`src/rtl/ktrp_pkg.sv`:
```
// Shared types and constants for the keyed theta round permutation.
// Used by ktrp_cell and keyed_theta_round_permutation; no dependencies.
`default_nettype none

package ktrp_pkg;

    localparam int          WORD_W     = 32;
    localparam int          WORD_COUNT = 4;
    localparam int          CFG_IDX_W  = 2;
    localparam logic [7:0]  RC_START   = 8'h80;
    localparam logic [7:0]  RC_POLY    = 8'h1b;

    typedef logic [WORD_COUNT-1:0][WORD_W-1:0] t_state;

    typedef struct packed {
        logic [WORD_W-1:0] word_in_0;
        logic [WORD_W-1:0] word_in_1;
        logic [WORD_W-1:0] word_in_2;
        logic [WORD_W-1:0] word_in_3;
    } t_in_item;

    typedef struct packed {
        logic [WORD_W-1:0] word_out_0;
        logic [WORD_W-1:0] word_out_1;
        logic [WORD_W-1:0] word_out_2;
        logic [WORD_W-1:0] word_out_3;
    } t_out_item;

    // Round constant of round r: RC_START doubled r times in GF(2^8).
    function automatic logic [7:0] round_const(int r);
        logic [7:0] rc;
        rc = RC_START;
        for (int k = 0; k < r; k++) begin
            rc = rc[7] ? ({rc[6:0], 1'b0} ^ RC_POLY) : {rc[6:0], 1'b0};
        end
        return rc;
    endfunction

    function automatic logic [WORD_W-1:0] spread(logic [WORD_W-1:0] t);
        return t ^ {t[7:0], t[WORD_W-1:8]} ^ {t[23:0], t[WORD_W-1:24]};
    endfunction

endpackage

`default_nettype wire

```
`src/rtl/ktrp_cell.sv`:
```
// One round of the permutation with its own pipeline register.
// Depends on ktrp_pkg for the state type and the spread function.
`default_nettype none

module ktrp_cell #(
    parameter logic [7:0] RC = 8'h80
) (
    input  wire                  i_clk,
    input  wire                  i_rst_n,
    input  wire                  i_in_valid,
    output logic                 o_in_ready,
    input  wire ktrp_pkg::t_state i_in_state,
    input  wire ktrp_pkg::t_state i_key,
    output logic                 o_out_valid,
    input  wire                  i_out_ready,
    output ktrp_pkg::t_state     o_out_state
);

    logic             r_valid;
    ktrp_pkg::t_state r_state;
    ktrp_pkg::t_state n_state;
    logic [ktrp_pkg::WORD_W-1:0] w_t0;
    logic [ktrp_pkg::WORD_W-1:0] w_t1;
    ktrp_pkg::t_state w_mid;

    always_comb begin
        w_mid    = i_in_state;
        w_mid[0] = w_mid[0] ^ {{(ktrp_pkg::WORD_W-8){1'b0}}, RC};
        w_t0     = ktrp_pkg::spread(w_mid[0] ^ w_mid[2]);
        w_mid[1] = w_mid[1] ^ w_t0;
        w_mid[3] = w_mid[3] ^ w_t0;
        w_mid    = w_mid ^ i_key;
        w_t1     = ktrp_pkg::spread(w_mid[1] ^ w_mid[3]);
        n_state    = w_mid;
        n_state[0] = w_mid[0] ^ w_t1;
        n_state[2] = w_mid[2] ^ w_t1;
    end

    assign o_in_ready  = !r_valid || i_out_ready;
    assign o_out_valid = r_valid;
    assign o_out_state = r_state;

    always_ff @(posedge i_clk) begin
        if (!i_rst_n) begin
            r_valid <= 1'b0;
        end else if (o_in_ready) begin
            r_valid <= i_in_valid;
        end
    end

    always_ff @(posedge i_clk) begin
        if (o_in_ready && i_in_valid) begin
            r_state <= n_state;
        end
    end

endmodule

`default_nettype wire

```
`src/rtl/keyed_theta_round_permutation.sv`:
```
// Top level: key registers and a chain of ROUND_COUNT round cells.
// Depends on ktrp_pkg and ktrp_cell.
//
// channel   direction  handshake                  payload
// input     in         i_in_valid / o_in_ready    i_in_data  (t_in_item)
// output    out        o_out_valid / i_out_ready  o_out_data (t_out_item)
// config    in         i_cfg_we                   i_cfg_idx, i_cfg_data
//
// There is one cell register per round; one transfer per cycle is sustained
// while the output is ready. Reset clears the cell valid bits and the key.
// A stalled output holds the last cell; earlier cells keep filling bubbles,
// so input is refused only when every cell holds an item.
`default_nettype none

module keyed_theta_round_permutation #(
    parameter int ROUND_COUNT = 17
) (
    input  wire                                i_clk,
    input  wire                                i_rst_n,
    input  wire                                i_in_valid,
    output logic                               o_in_ready,
    input  wire ktrp_pkg::t_in_item            i_in_data,
    output logic                               o_out_valid,
    input  wire                                i_out_ready,
    output ktrp_pkg::t_out_item                o_out_data,
    input  wire                                i_cfg_we,
    input  wire  [ktrp_pkg::CFG_IDX_W-1:0]     i_cfg_idx,
    input  wire  [ktrp_pkg::WORD_W-1:0]        i_cfg_data
);

    ktrp_pkg::t_state r_key;
    ktrp_pkg::t_state w_state [ROUND_COUNT+1];
    logic [ROUND_COUNT:0] w_valid;
    logic [ROUND_COUNT:0] w_ready;

    always_ff @(posedge i_clk) begin
        if (!i_rst_n) begin
            r_key <= '0;
        end else if (i_cfg_we) begin
            r_key[i_cfg_idx] <= i_cfg_data;
        end
    end

    assign w_valid[0]    = i_in_valid;
    assign o_in_ready    = w_ready[0];
    assign w_state[0][0] = i_in_data.word_in_0;
    assign w_state[0][1] = i_in_data.word_in_1;
    assign w_state[0][2] = i_in_data.word_in_2;
    assign w_state[0][3] = i_in_data.word_in_3;

    for (genvar g = 0; g < ROUND_COUNT; g++) begin : g_round
        ktrp_cell #(
            .RC(ktrp_pkg::round_const(g))
        ) u_cell (
            .i_clk       (i_clk),
            .i_rst_n     (i_rst_n),
            .i_in_valid  (w_valid[g]),
            .o_in_ready  (w_ready[g]),
            .i_in_state  (w_state[g]),
            .i_key       (r_key),
            .o_out_valid (w_valid[g+1]),
            .i_out_ready (w_ready[g+1]),
            .o_out_state (w_state[g+1])
        );
    end

    assign w_ready[ROUND_COUNT] = i_out_ready;
    assign o_out_valid          = w_valid[ROUND_COUNT];
    assign o_out_data.word_out_0 = w_state[ROUND_COUNT][0];
    assign o_out_data.word_out_1 = w_state[ROUND_COUNT][1];
    assign o_out_data.word_out_2 = w_state[ROUND_COUNT][2];
    assign o_out_data.word_out_3 = w_state[ROUND_COUNT][3];

    // an empty last cell lets the whole chain move
    a_ready_when_drained: assert property (
        @(posedge i_clk) disable iff (!i_rst_n)
        !o_out_valid |-> o_in_ready
    ) else $error("input refused while output cell empty");

    // occupancy follows transfers in and out
    a_occupancy: assert property (
        @(posedge i_clk) disable iff (!i_rst_n)
        $past(i_rst_n) |->
            $countones(w_valid[ROUND_COUNT:1]) ==
            $countones($past(w_valid[ROUND_COUNT:1]))
            + ($past(i_in_valid && o_in_ready) ? 1 : 0)
            - ($past(o_out_valid && i_out_ready) ? 1 : 0)
    ) else $error("items lost or duplicated in cell chain");

endmodule

`default_nettype wire
```
`config.mk`:
```
export PLATFORM = sky130hd
export DESIGN_NAME = keyed_theta_round_permutation
export DESIGN_NICKNAME = d
export VERILOG_FILES = /design/src/rtl/ktrp_pkg.sv /design/src/rtl/ktrp_cell.sv /design/src/rtl/keyed_theta_round_permutation.sv
export SDC_FILE = /design/constraint.sdc
export NUM_CORES = 2
export LEC_CHECK = 0
export BUFFER_PORTS_ARGS = -buffer_cell sky130_fd_sc_hd__buf_4
export CORE_UTILIZATION = 45
export DETAILED_ROUTE_END_ITERATION = 10
export PLACE_DENSITY = 0.72
export SLEW_MARGIN = 25
export SYNTH_ARGS = -nofsm -noshare
export SYNTH_HDL_FRONTEND = slang
export SYNTH_SLANG_ARGS = --single-unit
```
`constraint.sdc`:
```
create_clock -name i_clk -period 11.9 [get_ports i_clk]
set_input_delay 1.19 -clock i_clk [delete_from_list [all_inputs] [get_ports i_clk]]
set_output_delay 1.19 -clock i_clk [all_outputs]
set_load 0.02 [all_outputs]
```
==> results.md <==
- # DRC: 0
- Synth warnings: 0
- Min-Delay Endpoint: r_key[89]$_SDFFE_PN0P_
- Hold_sp: r_key[89]$_SDFFE_PN0P_
- Fin util: between 50% and 60%
- Number of DRC markers in iteration 0: 4,288
- Post-detailed-route count of antenna-violating nets: 0
- Hold crit path type: reg -> reg
- Drt wl/cell: 21.9 microns
- Die Y: roughly 570 microns
- Most common cell after layout, fill and taps aside: xnor2_1
- Reg2reg path depth: 5
- Vias in the first global route: 79,900
- First-pass GRT wire length: 494,000 microns
- Sequential-to-total area share from yosys stat: 47.4%
- Worst relative slew slack: 25.7%
- CP Launch Type: input port
- Dpl ws: between 7 and 8 ns
- Seq cells post-synth: 2,321
- Total track usage: 20.4%
- Yosys cell types: 38
- CTS tree: built
- Vias: 74,600
- Core box area: 0.318 sq mm
- RR Startpoint: r_key[63]$_SDFFE_PN0P_
- Placer congestion estimate: between 0.8 and 0.9
- Max FO, Critical Path: 5
- Leakage: 52.6 nW
- Sum Neg Setup Slack: 0 ns
- Ports: a little under 300
- Critical Path RT: 10.71 ns
- Post-cts resize count: 0
- Hold depth: 2
- Unrepaired setup endpoints after global routing: no
- Syn avg cell area: 14.0 sq um
- R2r setup slk: approximately 8.6 ns
- Fin. Hold Viols: 0
- Tmin final: roughly 4.1 ns
- Max H-tree Level: 5
- # rows: 207
- Mapped Area: 0.144 sq mm
- Clk_lat worst skew: between 0.8 and 0.9 ns
- Max cap viols: 0
- Fmax achieved: between 200 and 250 MHz
- Initial Utilization: 45.3%
- Final worst path period share: between 30% and 40%
- WP data arrival: 2.90 ns
- Largest net degree at the start of global routing: 129
- Clock Tree Buf Depth: 4
- Number of buffers created by CTS: around 270
- DP Cell Count: 14,700
- Finish-stage setup viols: 0
- Remaining global-route overflow: 0
- Fin worst setup slack: 7.81 ns
- Detail Placement HPWL: 243,000 microns
- Area Overhead vs Synth: 12.0%
- Max Slew Vio Count: 0
- Clk pin slew, worst setup/hold paths: 0.06 ns
- Die ar.: 0.322 sq mm
- Kind of critical path: in -> out
- Critical path's slowest cell: or3_1
- Least-Margin Pin Slew: 1.11 ns
- Peak VDD IR: 0.143 mV
- Port bufs: 296
- Root Buffer: clkbuf_16
- Nets: 10,900
- Initial antenna violation count: 19
- CTS Hold Bufs: 0
- Vias per inst: 4.91
- Crit. End Element: output port
- Pre-antenna DRT Iters: 5
- Die width: 568 microns
- Setup bufs post-CTS: 0
- Status: finished clean
- Clock Sinks: approximately 2,300
- Worst path most repeated cell: buf_4
- CP max stage delay: about 0.46 ns
- Clock Skew: between 0.04 and 0.05 ns
- Pwr/cell area: 211 mW/mm^2
- Crit path cell chain: buf_4, nand2b_1, or3_1, nor4_1, buf_4, nand2_1, buf_4
- Post-Syn Instances: 10,300
- FF-to-FF End: g_round[9].u_cell.o_out_state[23]$_DFFE_PP_
- Post-Layout Cell Count: about 15,000
- Share of cells above drive strength 1: 9.79%
- Final WL: 333,000 microns
- Syn nets: 10,500
- Most frequent cells in the layout: 5,166 x xnor2_1, 2,176 x edfxtp_1, 1,406 x xor2_1
## critical path: cells and delay by family
family / cells / cell delay, ns
AND/OR/NAND/NOR: 4 / 1.14
buffers and inverters: 3 / 0.55
## where the power goes
group | switching (mW) | internal [mW]
Combinational | 6.41 | 7.17
Sequential | 0.641 | 11.5
Clock | 3.43 | 4.89
## cell type report
class / count / area, sq um
diodes: 15 / 37.5
inverters: 5 / 18.8
flip-flops and latches: 2321 / 68300
fillers: 26600 / 157000
repair buffers: 481 / 4050
clock inverters: 120 / 1230
well taps: 4180 / 5230
clock buffers: 371 / 7620
multi-input cells: 7688 / 74900
## metal layers
metal | global-route usage (%) | share of wire [%] | vias to the layer above
met5 | 0 | 0 | -
met4 | 6.94 | 3.3 | 0
met3 | 2.65 | 4.8 | 531
met2 | 35.8 | 50 | 1721
met1 | 25.9 | 42 | 37400
li1 | - | - | 34900
## cell families after synthesis
kind of cell	after synthesis	share of synthesized area [%]
xor+xnor	7232	49.8
simple gates	303	0.859
buf+inv	281	1.17
flops	2321	47.4
compound gates	153	0.786
## per-stage QoR
step / instance area, sq um / power (mW) / hold slack [ns]
2_1_floorplan: 144000 / 23.4 / 0.456
3_3_place_gp: 152000 / 25.4 / 0.486
3_5_place_dp: 152000 / 25.8 / 0.501
4_1_cts: 161000 / 34.3 / 0.501
5_1_grt: 161000 / 35.6 / 0.535
6_report: 161000 / 34.0 / 0.506
## cell usage after synthesis
library cell	number	share of area, %
and2_1	2	0.0087
buf_4	60	0.31
xnor3_2	40	0.66
nor3_1	1	0.0035
dfxtp_1	145	2.0
nor4_2	1	0.0087
clkbuf_1	44	0.11
xor2_2	13	0.15
a21oi_1	5	0.017
nand2b_1	1	0.0043
or3b_2	1	0.0061
nor3b_1	1	0.0052
and3_1	3	0.013
xor2_1	1406	8.6
inv_1	5	0.013
nand4_1	4	0.017
o21ai_0	1	0.0035
xnor2_4	10	0.19
nand3b_1	1	0.0052
buf_1	64	0.17
xnor3_1	504	7.9
nand2_1	261	0.68
xor2_4	23	0.44
nand3_1	6	0.021
nor2b_1	12	0.052
or3_1	2	0.0087
buf_2	66	0.23
a21boi_0	137	0.71
nor4_1	1	0.0043
or2_2	1	0.0043
edfxtp_1	2176	45
xnor2_1	5224	32
o21a_1	8	0.042
a31oi_1	2	0.0087
buf_6	42	0.33
and3b_1	1	0.0061
xnor2_2	12	0.14
nor2_1	4	0.010
## flip-flops by register name, summed over array words and instances (netlist names)
name and flops:
g_round.u_cell.o_out_state 2176, g_round.u_cell.o_out_valid 17, r_key 128
## worst max path at each step
stage                                                 from  cells after the start                                            to
6_report                                       i_out_ready                      7                                    o_in_ready
5_1_grt        g_round[15].u_cell.o_out_valid$_SDFFE_PN0P_                      6                                    o_in_ready
4_1_cts        g_round[15].u_cell.o_out_valid$_SDFFE_PN0P_                      6                                    o_in_ready
3_5_place_dp                                   i_out_ready                      7                                    o_in_ready
3_3_place_gp                                   i_out_ready                      7  g_round[1].u_cell.o_out_state[104]$_DFFE_PP_
2_1_floorplan                                  i_out_ready                      4    g_round[0].u_cell.o_out_state[0]$_DFFE_PP_
(Power assumes the default switching activity.)
